### src/hdl/gbm_pkg.sv
// Shared types and constants for the glyph brightness matcher.
package gbm_pkg;

   localparam int MAX_GLYPHS_DEFAULT = 16;
   localparam int NUM_REGIONS        = 5;
   localparam int BRIGHT_W           = 8;
   localparam int CODE_W             = 16;
   localparam int SLOT_W             = 4;
   localparam int INDEX_W            = 4;
   localparam int CSR_W              = 5;
   // Four times a sum distance; also the divider width.
   localparam int DIST4_W            = 13;

   localparam logic [CODE_W-1:0] BLANK_CODE = 16'd32;

   localparam logic REQ_LOAD  = 1'b0;
   localparam logic REQ_MATCH = 1'b1;

   typedef logic [BRIGHT_W-1:0] bright_type;

   typedef struct packed {
      logic [CODE_W-1:0]                code;
      bright_type [NUM_REGIONS-1:0]     bright;
   } glyph_entry_type;

   typedef struct packed {
      logic [CODE_W-1:0] match_code;
      logic [SLOT_W-1:0] match_slot;
      logic              empty_flag;
   } match_result_type;

   typedef enum logic [3:0] {
      ST_IDLE,
      ST_SUM,
      ST_KSTEP,
      ST_LIM,
      ST_REGION,
      ST_DIV,
      ST_MUL,
      ST_COUNT,
      ST_DONE
   } state_type;

endpackage

### src/hdl/glyph_brightness_matcher.sv
// Top level of the glyph brightness matcher: configuration, output register, wiring.
// A load item writes one glyph slot and is done in the cycle it is accepted; the next
// item may follow at once. A match item works on the n glyphs in use: the table is
// scanned three times through its single read port at one entry per cycle (sum
// distance, region distance, region count), and a restoring divider (13 quotient bits)
// sets the region step between the second and third scans. With an empty table the
// match skips the scans and goes straight to its result. One item is worked at a time;
// the result sits in an output register, so the next item is taken while it waits to
// be collected. The glyph table is not cleared by reset: slots must be loaded before
// symbol_count covers them.
module glyph_brightness_matcher import gbm_pkg::*; #(
   parameter int MAX_GLYPHS = MAX_GLYPHS_DEFAULT
) (
   input  logic                clock,
   input  logic                reset,
   // request channel
   input  logic                req_valid,
   output logic                req_stall,
   input  logic                req_type,
   input  logic [INDEX_W-1:0]  req_entry_index,
   input  logic [CODE_W-1:0]   req_glyph_code,
   input  logic [BRIGHT_W-1:0] req_bright_center,
   input  logic [BRIGHT_W-1:0] req_bright_left,
   input  logic [BRIGHT_W-1:0] req_bright_right,
   input  logic [BRIGHT_W-1:0] req_bright_up,
   input  logic [BRIGHT_W-1:0] req_bright_down,
   // response channel
   output logic                rsp_valid,
   input  logic                rsp_stall,
   output logic [CODE_W-1:0]   rsp_match_code,
   output logic [SLOT_W-1:0]   rsp_match_slot,
   output logic                rsp_empty_flag,
   // configuration
   input  logic                csr_wr_en,
   input  logic [CSR_W-1:0]    csr_wr_data
);

   localparam int AddrW = $clog2(MAX_GLYPHS);

   logic [CSR_W-1:0]  symbol_count_ff, symbol_count_in;
   logic              rsp_valid_ff, rsp_valid_in;
   match_result_type  rsp_data_ff, rsp_data_in;

   logic              core_ready;
   logic              req_accept;
   logic              out_free;
   logic              res_valid;
   match_result_type  res_data;
   glyph_entry_type   req_glyph;

   logic              wr_en;
   logic [AddrW-1:0]  wr_addr;
   glyph_entry_type   wr_data;
   logic              rd_en;
   logic [AddrW-1:0]  rd_addr;
   glyph_entry_type   rd_data;

   logic               div_start;
   logic [DIST4_W-1:0] div_dividend;
   logic [DIST4_W-1:0] div_divisor;
   logic               div_done;
   logic [DIST4_W-1:0] div_quotient;

   assign req_stall  = !core_ready;
   assign req_accept = req_valid && !req_stall;
   assign out_free   = !rsp_valid_ff || !rsp_stall;

   always_comb begin
      req_glyph.code      = req_glyph_code;
      req_glyph.bright[0] = req_bright_center;
      req_glyph.bright[1] = req_bright_left;
      req_glyph.bright[2] = req_bright_right;
      req_glyph.bright[3] = req_bright_up;
      req_glyph.bright[4] = req_bright_down;
   end

   always_comb begin
      symbol_count_in = csr_wr_en ? csr_wr_data : symbol_count_ff;
      // hold a stalled item, load a new one when the slot frees up
      rsp_valid_in    = res_valid || (rsp_valid_ff && rsp_stall);
      rsp_data_in     = res_valid ? res_data : rsp_data_ff;
   end

   always_ff @(posedge clock) begin
      if (reset) begin
         symbol_count_ff <= '0;
         rsp_valid_ff    <= 1'b0;
      end else begin
         symbol_count_ff <= symbol_count_in;
         rsp_valid_ff    <= rsp_valid_in;
      end
   end

   always_ff @(posedge clock) begin
      rsp_data_ff <= rsp_data_in;
   end

   assign rsp_valid      = rsp_valid_ff;
   assign rsp_match_code = rsp_data_ff.match_code;
   assign rsp_match_slot = rsp_data_ff.match_slot;
   assign rsp_empty_flag = rsp_data_ff.empty_flag;

   gbm_store #(
      .MAX_GLYPHS (MAX_GLYPHS)
   ) u_store (
      .clock   (clock),
      .wr_en   (wr_en),
      .wr_addr (wr_addr),
      .wr_data (wr_data),
      .rd_en   (rd_en),
      .rd_addr (rd_addr),
      .rd_data (rd_data)
   );

   gbm_div u_div (
      .clock    (clock),
      .reset    (reset),
      .start    (div_start),
      .dividend (div_dividend),
      .divisor  (div_divisor),
      .done     (div_done),
      .quotient (div_quotient)
   );

   gbm_scan #(
      .MAX_GLYPHS (MAX_GLYPHS)
   ) u_scan (
      .clock        (clock),
      .reset        (reset),
      .start        (req_accept),
      .item_type    (req_type),
      .item_index   (req_entry_index),
      .item_glyph   (req_glyph),
      .symbol_count (symbol_count_ff),
      .ready        (core_ready),
      .out_free     (out_free),
      .res_valid    (res_valid),
      .res_data     (res_data),
      .wr_en        (wr_en),
      .wr_addr      (wr_addr),
      .wr_data      (wr_data),
      .rd_en        (rd_en),
      .rd_addr      (rd_addr),
      .rd_data      (rd_data),
      .div_start    (div_start),
      .div_dividend (div_dividend),
      .div_divisor  (div_divisor),
      .div_done     (div_done),
      .div_quotient (div_quotient)
   );

endmodule

### src/hdl/gbm_store.sv
// Glyph table: one write port, one registered read port.
module gbm_store import gbm_pkg::*; #(
   parameter int MAX_GLYPHS = MAX_GLYPHS_DEFAULT
) (
   input  logic                          clock,
   input  logic                          wr_en,
   input  logic [$clog2(MAX_GLYPHS)-1:0] wr_addr,
   input  glyph_entry_type               wr_data,
   input  logic                          rd_en,
   input  logic [$clog2(MAX_GLYPHS)-1:0] rd_addr,
   output glyph_entry_type               rd_data
);

   glyph_entry_type mem [MAX_GLYPHS];
   glyph_entry_type rd_data_ff;

   always_ff @(posedge clock) begin
      if (wr_en) begin
         mem[wr_addr] <= wr_data;
      end
   end

   always_ff @(posedge clock) begin
      if (rd_en) begin
         rd_data_ff <= mem[rd_addr];
      end
   end

   assign rd_data = rd_data_ff;

endmodule

### src/hdl/gbm_div.sv
// Restoring divider, one quotient bit per cycle.
module gbm_div import gbm_pkg::*; (
   input  logic               clock,
   input  logic               reset,
   input  logic               start,
   input  logic [DIST4_W-1:0] dividend,
   input  logic [DIST4_W-1:0] divisor,
   output logic               done,
   output logic [DIST4_W-1:0] quotient
);

   localparam int CntW = $clog2(DIST4_W + 1);

   logic               busy_ff, busy_in;
   logic               done_ff, done_in;
   logic [CntW-1:0]    cnt_ff, cnt_in;
   logic [DIST4_W:0]   rem_ff, rem_in;
   logic [DIST4_W-1:0] quo_ff, quo_in;

   logic [DIST4_W:0]   shifted;
   logic [DIST4_W:0]   diff;
   logic               fits;

   always_comb begin
      shifted = {rem_ff[DIST4_W-1:0], quo_ff[DIST4_W-1]};
      fits    = shifted >= {1'b0, divisor};
      diff    = shifted - {1'b0, divisor};

      busy_in = busy_ff;
      done_in = 1'b0;
      cnt_in  = cnt_ff;
      rem_in  = rem_ff;
      quo_in  = quo_ff;
      if (start) begin
         busy_in = 1'b1;
         cnt_in  = CntW'(DIST4_W);
         rem_in  = '0;
         quo_in  = dividend;
      end else if (busy_ff) begin
         rem_in = fits ? diff : shifted;
         quo_in = {quo_ff[DIST4_W-2:0], fits};
         cnt_in = cnt_ff - 1'b1;
         if (cnt_ff == CntW'(1)) begin
            busy_in = 1'b0;
            done_in = 1'b1;
         end
      end
   end

   always_ff @(posedge clock) begin
      if (reset) begin
         busy_ff <= 1'b0;
         done_ff <= 1'b0;
         cnt_ff  <= '0;
      end else begin
         busy_ff <= busy_in;
         done_ff <= done_in;
         cnt_ff  <= cnt_in;
      end
   end

   always_ff @(posedge clock) begin
      rem_ff <= rem_in;
      quo_ff <= quo_in;
   end

   assign done     = done_ff;
   assign quotient = quo_ff;

endmodule

### src/hdl/gbm_scan.sv
// Match sequencer: three scans over the glyph table plus the step arithmetic.
module gbm_scan import gbm_pkg::*; #(
   parameter int MAX_GLYPHS = MAX_GLYPHS_DEFAULT
) (
   input  logic                          clock,
   input  logic                          reset,
   // item from the request channel
   input  logic                          start,
   input  logic                          item_type,
   input  logic [INDEX_W-1:0]            item_index,
   input  glyph_entry_type               item_glyph,
   input  logic [CSR_W-1:0]              symbol_count,
   output logic                          ready,
   // result toward the output register
   input  logic                          out_free,
   output logic                          res_valid,
   output match_result_type              res_data,
   // glyph table
   output logic                          wr_en,
   output logic [$clog2(MAX_GLYPHS)-1:0] wr_addr,
   output glyph_entry_type               wr_data,
   output logic                          rd_en,
   output logic [$clog2(MAX_GLYPHS)-1:0] rd_addr,
   input  glyph_entry_type               rd_data,
   // divider
   output logic                          div_start,
   output logic [DIST4_W-1:0]            div_dividend,
   output logic [DIST4_W-1:0]            div_divisor,
   input  logic                          div_done,
   input  logic [DIST4_W-1:0]            div_quotient
);

   localparam int AddrW       = $clog2(MAX_GLYPHS);
   localparam int CountW      = $clog2(MAX_GLYPHS + 1);
   localparam int CmpW        = (CountW > CSR_W) ? CountW : CSR_W;
   localparam int SumW        = 11;
   localparam int LimW        = 14;
   localparam int KW          = 7;
   localparam int FitW        = 3;
   localparam int StepNum     = 51;
   // floor(x / 51) == (x * RecipMul) >> RecipShift for every x below 5609
   localparam int RecipShift  = 18;
   localparam int RecipMul    = 5141;
   localparam int RecipW      = DIST4_W + RecipShift;

   state_type state_ff, state_in;

   logic [CountW-1:0] issue_cnt_ff, issue_cnt_in;
   logic              rd_valid_ff, rd_valid_in;
   logic [AddrW-1:0]  rd_idx_ff, rd_idx_in;
   logic [CountW-1:0] n_ff, n_in;
   logic [SumW-1:0]   s_ff, s_in;
   logic [SumW-1:0]   dmin_ff, dmin_in;
   logic [SumW-1:0]   rmin_ff, rmin_in;
   logic [KW-1:0]     k_ff, k_in;
   logic [LimW-1:0]   lim_ff, lim_in;
   logic [LimW-1:0]   limm_ff, limm_in;
   logic [FitW-1:0]   bestcnt_ff, bestcnt_in;
   logic [AddrW-1:0]  best_slot_ff, best_slot_in;
   logic [CODE_W-1:0] best_code_ff, best_code_in;
   logic              empty_ff, empty_in;

   logic              scanning;
   logic              issue_more;
   logic              pass_end;
   logic              is_match;
   logic [CountW-1:0] n_sat;
   logic [SumW-1:0]   cell_sum;
   logic [SumW-1:0]   g_sum;
   logic [SumW-1:0]   g_dist;
   logic              g_kept;
   logic [SumW-1:0]   five_r;
   logic [SumW-1:0]   r_dist;
   logic [SumW-1:0]   r_min;
   logic [FitW-1:0]   r_fit;
   logic [FitW-1:0]   g_count;
   logic [RecipW-1:0] recip_prod;
   logic [DIST4_W:0]  m_val;
   logic [2*LimW-1:0] limm_prod;

   assign scanning   = (state_ff == ST_SUM) || (state_ff == ST_REGION) || (state_ff == ST_COUNT);
   assign issue_more = issue_cnt_ff < n_ff;
   assign pass_end   = !issue_more && !rd_valid_ff;
   assign is_match   = start && (item_type == REQ_MATCH);

   // cell sum and table size at the start of a match
   always_comb begin
      cell_sum = '0;
      for (int j = 0; j < NUM_REGIONS; j++) begin
         cell_sum = cell_sum + SumW'(item_glyph.bright[j]);
      end
      if (CmpW'(symbol_count) > CmpW'(MAX_GLYPHS)) begin
         n_sat = CountW'(MAX_GLYPHS);
      end else begin
         n_sat = CountW'(symbol_count);
      end
   end

   // per-entry scoring of the word just read
   always_comb begin
      g_sum = '0;
      for (int j = 0; j < NUM_REGIONS; j++) begin
         g_sum = g_sum + SumW'(rd_data.bright[j]);
      end
      g_dist = (g_sum > s_ff) ? (g_sum - s_ff) : (s_ff - g_sum);
      g_kept = {1'b0, g_dist, 2'b00} < lim_ff;

      r_min = '1;
      r_fit = '0;
      for (int j = 0; j < NUM_REGIONS; j++) begin
         five_r = SumW'({rd_data.bright[j], 2'b00}) + SumW'(rd_data.bright[j]);
         r_dist = (five_r > s_ff) ? (five_r - s_ff) : (s_ff - five_r);
         if (r_dist < r_min) begin
            r_min = r_dist;
         end
         if ({1'b0, r_dist, 2'b00} < limm_ff) begin
            r_fit = r_fit + 1'b1;
         end
      end
      g_count = g_kept ? r_fit : '0;
   end

   assign recip_prod = RecipW'({dmin_ff, 2'b00}) * RecipW'(RecipMul);
   assign m_val      = {1'b0, div_quotient} + 1'b1;
   assign limm_prod  = (2*LimW)'(lim_ff) * (2*LimW)'(m_val);

   // datapath next values
   always_comb begin
      n_in         = n_ff;
      s_in         = s_ff;
      dmin_in      = dmin_ff;
      rmin_in      = rmin_ff;
      k_in         = k_ff;
      lim_in       = lim_ff;
      limm_in      = limm_ff;
      bestcnt_in   = bestcnt_ff;
      best_slot_in = best_slot_ff;
      best_code_in = best_code_ff;
      empty_in     = empty_ff;
      issue_cnt_in = issue_cnt_ff;
      rd_valid_in  = 1'b0;
      rd_idx_in    = issue_cnt_ff[AddrW-1:0];

      if (scanning) begin
         if (issue_more) begin
            issue_cnt_in = issue_cnt_ff + 1'b1;
            rd_valid_in  = 1'b1;
         end else if (pass_end) begin
            issue_cnt_in = '0;
         end
      end

      unique case (state_ff)
         ST_IDLE: begin
            issue_cnt_in = '0;
            if (is_match) begin
               n_in         = n_sat;
               s_in         = cell_sum;
               dmin_in      = '1;
               rmin_in      = '1;
               empty_in     = (n_sat == '0);
               best_code_in = BLANK_CODE;
               best_slot_in = '0;
               bestcnt_in   = '0;
            end
         end
         ST_SUM: begin
            if (rd_valid_ff && (g_dist < dmin_ff)) begin
               dmin_in = g_dist;
            end
         end
         ST_KSTEP: begin
            k_in = recip_prod[RecipShift +: KW] + 1'b1;
         end
         ST_LIM: begin
            lim_in = LimW'(k_ff) * LimW'(StepNum);
         end
         ST_REGION: begin
            if (rd_valid_ff && g_kept && (r_min < rmin_ff)) begin
               rmin_in = r_min;
            end
         end
         ST_DIV: begin
            if (div_done) begin
               limm_in = limm_prod[LimW-1:0];
            end
         end
         ST_MUL: begin
         end
         ST_COUNT: begin
            // first entry always seeds the best; later ones must beat it
            if (rd_valid_ff && ((rd_idx_ff == '0) || (g_count > bestcnt_ff))) begin
               bestcnt_in   = g_count;
               best_slot_in = rd_idx_ff;
               best_code_in = rd_data.code;
            end
         end
         ST_DONE: begin
         end
         default: begin
         end
      endcase
   end

   // next state
   always_comb begin
      state_in = state_ff;
      unique case (state_ff)
         ST_IDLE: begin
            if (is_match) begin
               state_in = (n_sat == '0) ? ST_DONE : ST_SUM;
            end
         end
         ST_SUM: begin
            if (pass_end) begin
               state_in = ST_KSTEP;
            end
         end
         ST_KSTEP: begin
            state_in = ST_LIM;
         end
         ST_LIM: begin
            state_in = ST_REGION;
         end
         ST_REGION: begin
            if (pass_end) begin
               state_in = ST_DIV;
            end
         end
         ST_DIV: begin
            if (div_done) begin
               state_in = ST_MUL;
            end
         end
         ST_MUL: begin
            state_in = ST_COUNT;
         end
         ST_COUNT: begin
            if (pass_end) begin
               state_in = ST_DONE;
            end
         end
         ST_DONE: begin
            if (out_free) begin
               state_in = ST_IDLE;
            end
         end
         default: begin
            state_in = ST_IDLE;
         end
      endcase
   end

   // outputs
   always_comb begin
      ready        = (state_ff == ST_IDLE);
      wr_en        = (state_ff == ST_IDLE) && start && (item_type == REQ_LOAD) &&
                     (32'(item_index) < 32'(MAX_GLYPHS));
      wr_addr      = AddrW'(item_index);
      wr_data      = item_glyph;
      rd_en        = scanning && issue_more;
      rd_addr      = issue_cnt_ff[AddrW-1:0];
      div_start    = (state_ff == ST_REGION) && pass_end;
      div_dividend = {rmin_ff, 2'b00};
      div_divisor  = lim_ff[DIST4_W-1:0];
      res_valid    = (state_ff == ST_DONE) && out_free;
      res_data.match_code = best_code_ff;
      res_data.match_slot = SLOT_W'(best_slot_ff);
      res_data.empty_flag = empty_ff;
   end

   always_ff @(posedge clock) begin
      if (reset) begin
         state_ff     <= ST_IDLE;
         issue_cnt_ff <= '0;
         rd_valid_ff  <= 1'b0;
      end else begin
         state_ff     <= state_in;
         issue_cnt_ff <= issue_cnt_in;
         rd_valid_ff  <= rd_valid_in;
      end
   end

   always_ff @(posedge clock) begin
      rd_idx_ff    <= rd_idx_in;
      n_ff         <= n_in;
      s_ff         <= s_in;
      dmin_ff      <= dmin_in;
      rmin_ff      <= rmin_in;
      k_ff         <= k_in;
      lim_ff       <= lim_in;
      limm_ff      <= limm_in;
      bestcnt_ff   <= bestcnt_in;
      best_slot_ff <= best_slot_in;
      best_code_ff <= best_code_in;
      empty_ff     <= empty_in;
   end

`ifndef NO_ASSERTIONS
   a_read_in_scan: assert property (@(posedge clock) disable iff (reset)
      rd_valid_ff |-> (state_ff == ST_SUM || state_ff == ST_REGION || state_ff == ST_COUNT))
      else $error("table read data arrived outside a scan");

   a_issue_bound: assert property (@(posedge clock) disable iff (reset)
      scanning |-> (issue_cnt_ff <= n_ff))
      else $error("scan ran past the table size");

   a_no_rw_clash: assert property (@(posedge clock) disable iff (reset)
      wr_en |-> !rd_en)
      else $error("table written and read in the same cycle");

   a_div_done_in_div: assert property (@(posedge clock) disable iff (reset)
      div_done |-> (state_ff == ST_DIV))
      else $error("divider finished outside the divide step");
`endif

endmodule
### config.mk
export PLATFORM = sky130hd
export DESIGN_NAME = glyph_brightness_matcher
export DESIGN_NICKNAME = d
export VERILOG_FILES = /design/src/hdl/gbm_pkg.sv /design/src/hdl/glyph_brightness_matcher.sv /design/src/hdl/gbm_store.sv /design/src/hdl/gbm_div.sv /design/src/hdl/gbm_scan.sv
export SDC_FILE = /design/constraint.sdc
export NUM_CORES = 2
export LEC_CHECK = 0
export ABC_AREA = 1
export BUFFER_PORTS_ARGS = -buffer_cell sky130_fd_sc_hd__buf_4
export CORE_ASPECT_RATIO = 0.7
export CORE_UTILIZATION = 55
export CTS_CLUSTER_DIAMETER = 60
export DETAILED_ROUTE_END_ITERATION = 7
export GPL_TIMING_DRIVEN = 0
export PLACE_DENSITY = 0.74
export RECOVER_POWER = 100
export SLEW_MARGIN = 0
export SYNTH_ARGS = -nofsm -noshare
export SYNTH_HDL_FRONTEND = slang
export SYNTH_HIERARCHICAL = 1
export SYNTH_SLANG_ARGS = --single-unit
### constraint.sdc
create_clock -name clock -period 12.6 [get_ports clock]
set_clock_uncertainty 0.15 [all_clocks]
set_input_delay 2.52 -clock clock [delete_from_list [all_inputs] [get_ports clock]]
set_output_delay 2.52 -clock clock [all_outputs]
set_load 0.01 [all_outputs]
Word-level counts from Yosys, hierarchy flattened

Memories as Yosys holds them, arrays and structs flattened. A register that Yosys moved wholly into a read port is not among the register bits.
Cells that the tools add are included.

Output and inout bits: 23
Flip-flop bits (word level): 169
Memories kept: 1
Bits of input ports: 71
Logic and storage cells: 205
Memory bits (writable): 896

Memories:

| name        | depth | width | rd ports | clocked after Yosys merged registers in | wr ports | RTL line        | text |
|---|---|---|---|---|---|---|---|
| u_store.mem | 16    | 56    | 1        | 1                                       | 1        | gbm_store.sv:14 | `glyph_entry_type mem [MAX_GLYPHS];` |

Reduce and logical (&&, ||, !) cells: 42
Bitwise logic cells: 3
$lt $le $gt $ge: 23
Mux-type cells: 54
Equality and inequality tests: 18
$add $sub $neg: 34
Multipliers: 3

Operator list:

| kind                                                                  | count |
|---|---|
| 11-bit 2-to-1 mux                                                     | 14 |
| 11-bit subtractor                                                     | 12 |
| 13-bit by 14-bit less-than comparator with 1-bit output               | 5 |
| 11-bit by 8-bit adder with 11-bit output                              | 6 |
| 11-bit greater-than comparator                                        | 6 |
| 11-bit less-than comparator                                           | 6 |
| 10-bit by 8-bit adder with 11-bit output                              | 5 |
| 4-bit 2-to-1 mux                                                      | 11 |
| 11-bit one-hot mux with 2 select lines                                | 2 |
| 13-bit 2-to-1 mux                                                     | 3 |
| 4-bit one-hot mux with 9 select lines                                 | 1 |
| 16-bit 2-to-1 mux                                                     | 2 |
| 16-bit one-hot mux with 2 select lines                                | 1 |
| 11-bit by 13-bit multiplier with 23-bit output, second input constant | 1 |
| 3-bit 2-to-1 mux                                                      | 7 |
| 8-bit by 8-bit adder with 9-bit output                                | 2 |
| 4-bit by 3-bit == test with 1-bit output, second input constant       | 4 |
| 5-bit 2-to-1 mux                                                      | 3 |
| 13-bit by 1-bit adder with 14-bit output, second input constant       | 1 |
| 14-bit by 13-bit greater-or-equal comparator with 1-bit output        | 1 |
| 13-bit by 14-bit multiplier with 14-bit output                        | 1 |
| 1-bit logical AND                                                     | 13 |
| 13-bit less-than comparator                                           | 1 |
| 7-bit by 6-bit multiplier with 13-bit output, second input constant   | 1 |
| other kinds (29)                                                      | 68 |

Longest topological paths before layout

Word-level depth: 19
Gate-level depth with buffers: 82
Gate-level depth less buffers: 76

Hierarchy

The synthesis kept the hierarchy.

Modules (own cells, without submodules):

| module                   | times used | area an instance (um^2) | cells an instance | seq. area each (um^2) |
|---|---|---|---|---|
| gbm_store                | 1          | 40,276.1                | 3,688             | 28,587.4 |
| gbm_scan                 | 1          | 22,037.4                | 2,857             | 3,163.0 |
| gbm_div                  | 1          | 2,379.8                 | 361               | 770.7 |
| glyph_brightness_matcher | 1          | 883.3                   | 60                | 750.7 |

Worst setup path after synthesis

No wires, ideal clock.

Path kind: register to register
From: reg u_store/rd_data[8] (netlist name)
To: reg u_scan.rmin_ff[0] (enable)
Clock period less this slack: 11.774 ns
Path buffers: 7
Data required time: 12.067 ns
Setup time: 0.383 ns
Stages on the path, launching flop included: 71
Data arrival time: 11.241 ns
Setup slack: 0.826 ns
Cell sequence: edfxtp_1 ha_1 fa_1 a21oi_1 o21bai_1 a21oi_1 o21ai_0 xor2_1 inv_1 ha_1 nand4_1 nor2_4 nand4_2 nand2_2 clkbuf_1 inv_1 a211oi_1 a31oi_1 (+35 left out) inv_1 ha_1 a21oi_1 nand3b_1 a21oi_1 a2111oi_0 nand2_4 buf_6 nand2_2 o21ai_2 ha_1 a21oi_1 nor2_1 a211oi_1 o221ai_1 a2111oi_0 nand2_1 a21oi_1

Longest elaborated chain between the ends: 15
Elaborated cells between the ends (all ways): 27
Classes of those cells: add/sub (9); order compare (8); eq/ne (1); mux (6); reduce/logical (3)

RTL lines:

| element                                                             | RTL line        | text |
|---|---|---|
| 10-bit by 8-bit adder with 11-bit output *                          | gbm_scan.sv:111 | `five_r = SumW'({rd_data.bright[j], 2'b00}) + SumW'(rd_data.bright[j]);` |
| 11-bit subtractor or 11-bit greater-than comparator (tied branches) | gbm_scan.sv:112 | `r_dist = (five_r > s_ff) ? (five_r - s_ff) : (s_ff - five_r);` |
| 11-bit 2-to-1 mux *                                                 | gbm_scan.sv:112 |  |
| 11-bit less-than comparator                                         | gbm_scan.sv:113 | `if (r_dist < r_min) begin` |
| 11-bit 2-to-1 mux *                                                 | gbm_scan.sv:113 |  |
| 11-bit less-than comparator                                         | gbm_scan.sv:113 |  |
| 11-bit 2-to-1 mux *                                                 | gbm_scan.sv:113 |  |
| 11-bit less-than comparator                                         | gbm_scan.sv:113 |  |
| 11-bit 2-to-1 mux *                                                 | gbm_scan.sv:113 |  |
| 11-bit less-than comparator                                         | gbm_scan.sv:113 |  |
| 11-bit 2-to-1 mux *                                                 | gbm_scan.sv:113 |  |
| named net u_scan.r_min[4]                                           | gbm_scan.sv:74  | `logic [SumW-1:0] r_min;` |
| 11-bit less-than comparator *                                       | gbm_scan.sv:179 | `if (rd_valid_ff && g_kept && (r_min < rmin_ff)) begin` |
| 1-bit logical AND *                                                 | gbm_scan.sv:179 |  |
| 2-bit by 1-bit != test with 1-bit output (no line) *                | n/a             |  |
| 3-bit AND reduction (no line) *                                     | n/a             |  |
| end signal, assigned                                                | gbm_scan.sv:289 | `rmin_ff <= rmin_in;` |
| end, declared                                                       | gbm_scan.sv:54  | `logic [SumW-1:0] rmin_ff, rmin_in;` |

Mark *: on every way through the listed nets, which the timed path passes. The rest lies on a longest branch.
A chain may end at the register's enable or synchronous reset.

Worst setup path after layout

From: reg u_store/rd_data[10] (netlist name)
To: reg u_scan.rmin_ff[6] (enable)

Longest elaborated chain between the ends: 15
Elaborated cells between the ends (all ways): 27
Classes of those cells: add/sub (9); order compare (8); eq/ne (1); mux (6); reduce/logical (3)

RTL lines:

| element                                                             | RTL line |
|---|---|
| 10-bit by 8-bit adder with 11-bit output *                          | gbm_scan.sv:111 |
| 11-bit subtractor or 11-bit greater-than comparator (tied branches) | gbm_scan.sv:112 |
| 11-bit 2-to-1 mux *                                                 | gbm_scan.sv:112 |
| 11-bit less-than comparator                                         | gbm_scan.sv:113 |
| 11-bit 2-to-1 mux *                                                 | gbm_scan.sv:113 |
| 11-bit less-than comparator                                         | gbm_scan.sv:113 |
| 11-bit 2-to-1 mux *                                                 | gbm_scan.sv:113 |
| 11-bit less-than comparator                                         | gbm_scan.sv:113 |
| 11-bit 2-to-1 mux *                                                 | gbm_scan.sv:113 |
| 11-bit less-than comparator                                         | gbm_scan.sv:113 |
| 11-bit 2-to-1 mux *                                                 | gbm_scan.sv:113 |
| named net u_scan.r_min[4]                                           | gbm_scan.sv:74 |
| 11-bit less-than comparator *                                       | gbm_scan.sv:179 |
| 1-bit logical AND *                                                 | gbm_scan.sv:179 |
| 2-bit by 1-bit != test with 1-bit output (no line) *                | n/a |
| 3-bit AND reduction (no line) *                                     | n/a |

Marks and branches as above.

==> impl_metrics.csv <==
group,metric,value,unit
worst_setup_path,slowest_stage,"xor2_1",
routing,post_drt_via_cell_ratio,5.72,
worst_setup_path,r2r_start,"u_store/rd_data[10]",
clock_network,h-tree-depth,3,
run_status,violations,"capacitance limit, slew limit",
min_path,hp-start,"u_scan/best_slot_ff[3]",
clock_network,cts_made_buffers,106,
yosys,syn_area,65600,µm²
routing,wl_per_cell,22.6,µm
yosys,yosys_register_bits,1121,
yosys,async_reset_ff_share,0,%
clock_network,clock_path_buffers,3,
place,place.gp.congestion,0.960,
routing,wl,200000,µm
timing,period_minus_slack,11.91,ns
grt,grt_max_degree,34,
timing,tightestPinTransition,2.54,ns
worst_setup_path,reg2regPathDepth,72,
final_layout,areaGrowthSynthToFinish,9.56,%
die,coreArea,118000,µm²
routing,ant_nets,0,
min_path,hold_path_class,"reg -> reg",
timing,fin_setup_tns,0,ns
routing,drt-pass1-iter-count,7,
final_layout,num-nets-final,7874,
worst_setup_path,regToRegSetupSlack,0.69,ns
worst_setup_path,cp_max_fo,19,
worst_setup_path,critPathCaptureType,"register",
clock_network,root_buffer,"clkbuf_16",
run_status,status,"complete, but fails checks",
clock_network,cts_tree,"built",
min_path,min_to,"rsp_match_slot[3]",
routing,wl_met2,78300,µm
timing,finalSetupViolCount,0,
yosys,yosysUniqueCellTypes,63,
yosys,ys.flop_type,"edfxtp_1",
worst_setup_path,cpPeakStageDelay,0.46,ns
worst_setup_path,arrival,12.21,ns
place,dp_cells,8630,
worst_setup_path,worst_r2r_endpoint,"u_scan/rmin_ff[6]",
place,pre_cts_ws,-2.13,ns
routing,wl_met1,82500,µm
die,die_x,415,µm
routing,route.detailed.drc,0,
timing,fin_crit_sh,94.5,%
timing,finalHoldViolations,0,
worst_setup_path,startpoint_type,"register",
grt,grt.overflow.total,0,
die,rows,105,
yosys,synthCells,6966,
grt,antenna_found_initial,5,
clock_network,cts_sinks,1121,
clock_network,clock_latency,0.77,ns
yosys,avgSynthCellArea,9.41,µm²
grt,grt_pass1_vias,47100,
final_layout,fin_cells,8851,
timing,finalWorstSetupSlack,0.688,ns
grt,grt_pass1_wl,293000,µm
worst_setup_path,critPathKind,"reg -> reg",
place,port_buffers,72,
worst_setup_path,timing.critical_path.mode_cell,"nand2_1",
timing,relSlewSlack,-69.8,%
routing,drt_first_iter_violations,7204,
die,die_area,121000,µm²
yosys,synth_seq_area_share,50.7,%
grt,gr-usage-all-layers,32.6,%
worst_setup_path,required,12.90,ns
timing,maxSlewViolCount,1004,
yosys,synth-edff-count,1082,
routing,met3_length,32100,µm
die,fp.dieH,291,µm
final_layout,drive_gt1_share,6.57,%
yosys,synth_warnings,6,
die,start_util,55.7,%
clock_network,hold_buffers,0,
clock_network,clkTransAtPathRegs,0.07,ns
run,maxCapViolations,49,
timing,max_freq,83.9,MHz
routing,top_layer_used,"met5",
place,detailed_place_hpwl,145000,µm
min_path,whs_path_depth,0,
die,io-pin-count,94,
routing,via_count,50600,
-- stage by stage --
step           hold WS [ns]  instance area, µm²  util [%]
2_1_floorplan         0.230               65600         -
3_3_place_gp          0.254               68100      57.8
3_5_place_dp          0.258               69000      58.6
4_1_cts               0.269               72700      61.8
5_1_grt               0.282               71800      61.0
6_report              0.266               71800      61.0
-- sequential cells by signal, indices dropped and copies added, names as in the netlist, 5 cells and up --
| name | cells |
|---|---|
| u_scan/dmin_ff | 11 |
| u_store/rd_data | 56 |
| u_scan/rmin_ff | 11 |
| u_scan/issue_cnt_ff | 5 |
| rsp_match_code | 16 |
| u_store/mem | 896 |
| u_scan/lim_ff | 13 |
| u_div/rem_ff | 13 |
| u_scan/s_ff | 11 |
| u_scan/limm_ff | 14 |
| u_scan/n_ff | 5 |
| u_div/quotient | 13 |
| symbol_count_ff | 5 |
| u_scan/k_ff | 7 |
| u_scan/best_code_ff | 16 |
-- area by class of cell --
class                      instances  area (µm²)
fill                            9580       45900
tap                             1551        1940
clock inverter                    69         848
sequential                      1121       33300
clock buffer                     125        2810
buffer                           292        1760
timing repair buffer             132         621
inverter                        1361        5120
multi-input combinational       4192       25500
antenna                            8        20.0
-- cell usage in the layout (no fill, tap or decap), types with 119 or more instances in the layout --
cell,netlist,routed
a21oi_1,221,217
clkbuf_1,48,223
edfxtp_1,1082,1082
fa_1,141,140
ha_1,456,451
inv_1,1339,1339
nand2_1,1776,1775
nand3_1,782,781
nor2_1,236,234
o21ai_0,144,127
xor2_1,121,119
-- per-layer routing --
| metal | vias to the layer above | GRT usage, % |
|---|---|---|
| li1 | 23000 | - |
| met1 | 23800 | 49.0 |
| met2 | 3395 | 44.1 |
| met3 | 429 | 10.8 |
| met4 | 2 | 10.7 |
| met5 | - | 0 |
-- cells by family (layout without fill, tap and decap cells) --
family,Yosys count,in the layout,share of synthesized area [%]
AO/OA/AOI/OAI,481,481,4.18
XOR/XNOR,161,161,2.15
adder cells (fa/ha/maj),597,597,13.0
buffers and inverters,1654,1979,10.8
flip-flops,1121,1121,50.7
multiplexers,12,12,0.183
other,1,10,0.00572
AND/OR/NAND/NOR,2939,2939,19.0
-- critical path, delay by kind of cell (launching register included) --
family                   cells  cell delay, ns
AO/OA/AOI/OAI               18            3.42
AND/OR/NAND/NOR             30            2.71
adder cells (fa/ha/maj)      7            2.19
XOR/XNOR                     2            0.70
buffers and inverters       15            2.08
flip-flops                   1            0.39
-- Yosys cell counts (3+ instances only) --
| library cell | number | area, µm² |
|---|---|---|
| nand2_1 | 1776 | 6670 |
| inv_1 | 1339 | 5030 |
| edfxtp_1 | 1082 | 32500 |
| nand3_1 | 782 | 3910 |
| ha_1 | 456 | 5710 |
| nor2_1 | 236 | 886 |
| a21oi_1 | 221 | 1110 |
| o21ai_0 | 144 | 721 |
| fa_1 | 141 | 2820 |
| xor2_1 | 121 | 1060 |
| buf_4 | 89 | 668 |
| buf_2 | 87 | 435 |
| buf_6 | 54 | 608 |
| clkbuf_1 | 48 | 180 |
| xnor2_1 | 40 | 350 |
| dfxtp_1 | 39 | 781 |
| nand4_1 | 35 | 219 |
| nand2_2 | 28 | 175 |
| nor3_1 | 26 | 130 |
| inv_2 | 18 | 67.6 |
| o21bai_1 | 18 | 135 |
| a211oi_1 | 14 | 105 |
| buf_1 | 14 | 52.6 |
| mux2i_1 | 12 | 120 |
| nor4_1 | 11 | 68.8 |
| a21o_1 | 10 | 75.1 |
| a221oi_1 | 10 | 87.6 |
| o211ai_1 | 10 | 75.1 |
| or2_1 | 10 | 62.6 |
| a31oi_1 | 8 | 50.1 |
| o2111ai_1 | 7 | 61.3 |
| o21ai_2 | 7 | 61.3 |
| and2_1 | 6 | 37.5 |
| o21a_1 | 6 | 45.0 |
| nand3_2 | 5 | 50.1 |
| nor2_2 | 5 | 31.3 |
| o21ai_1 | 5 | 25.0 |
| a2111oi_0 | 4 | 35.0 |
| or2_2 | 4 | 25.0 |
| a221o_1 | 3 | 30.0 |
| nand2_4 | 3 | 33.8 |
| nand3b_1 | 3 | 22.5 |
| o221ai_1 | 3 | 26.3 |
-- timing repair --
item                       4_1_cts  5_1_grt
setup endpoints to repair       18       11
gates resized for setup         25       50
pin swaps                        1       18
gates cloned                     0        0
setup buffers                    1       19
-- worst max path at each step --
stage / depth (start not counted) / startpoint / to
finish: 72 / u_store/rd_data[10] / u_scan/rmin_ff[6]
global route: 77 / u_store/rd_data[8] / u_scan/rmin_ff[6]
CTS: 68 / u_store/rd_data[8] / u_scan/rmin_ff[6]
detailed placement: 70 / u_store/rd_data[8] / u_scan/rmin_ff[8]
global placement: 70 / u_store/rd_data[8] / u_scan/rmin_ff[8]
floorplan: 70 / u_store/rd_data[8] / u_scan/rmin_ff[0]
Power is not shown: default switching activity piles up to over one toggle a cycle in this logic, so the estimate is an artifact.
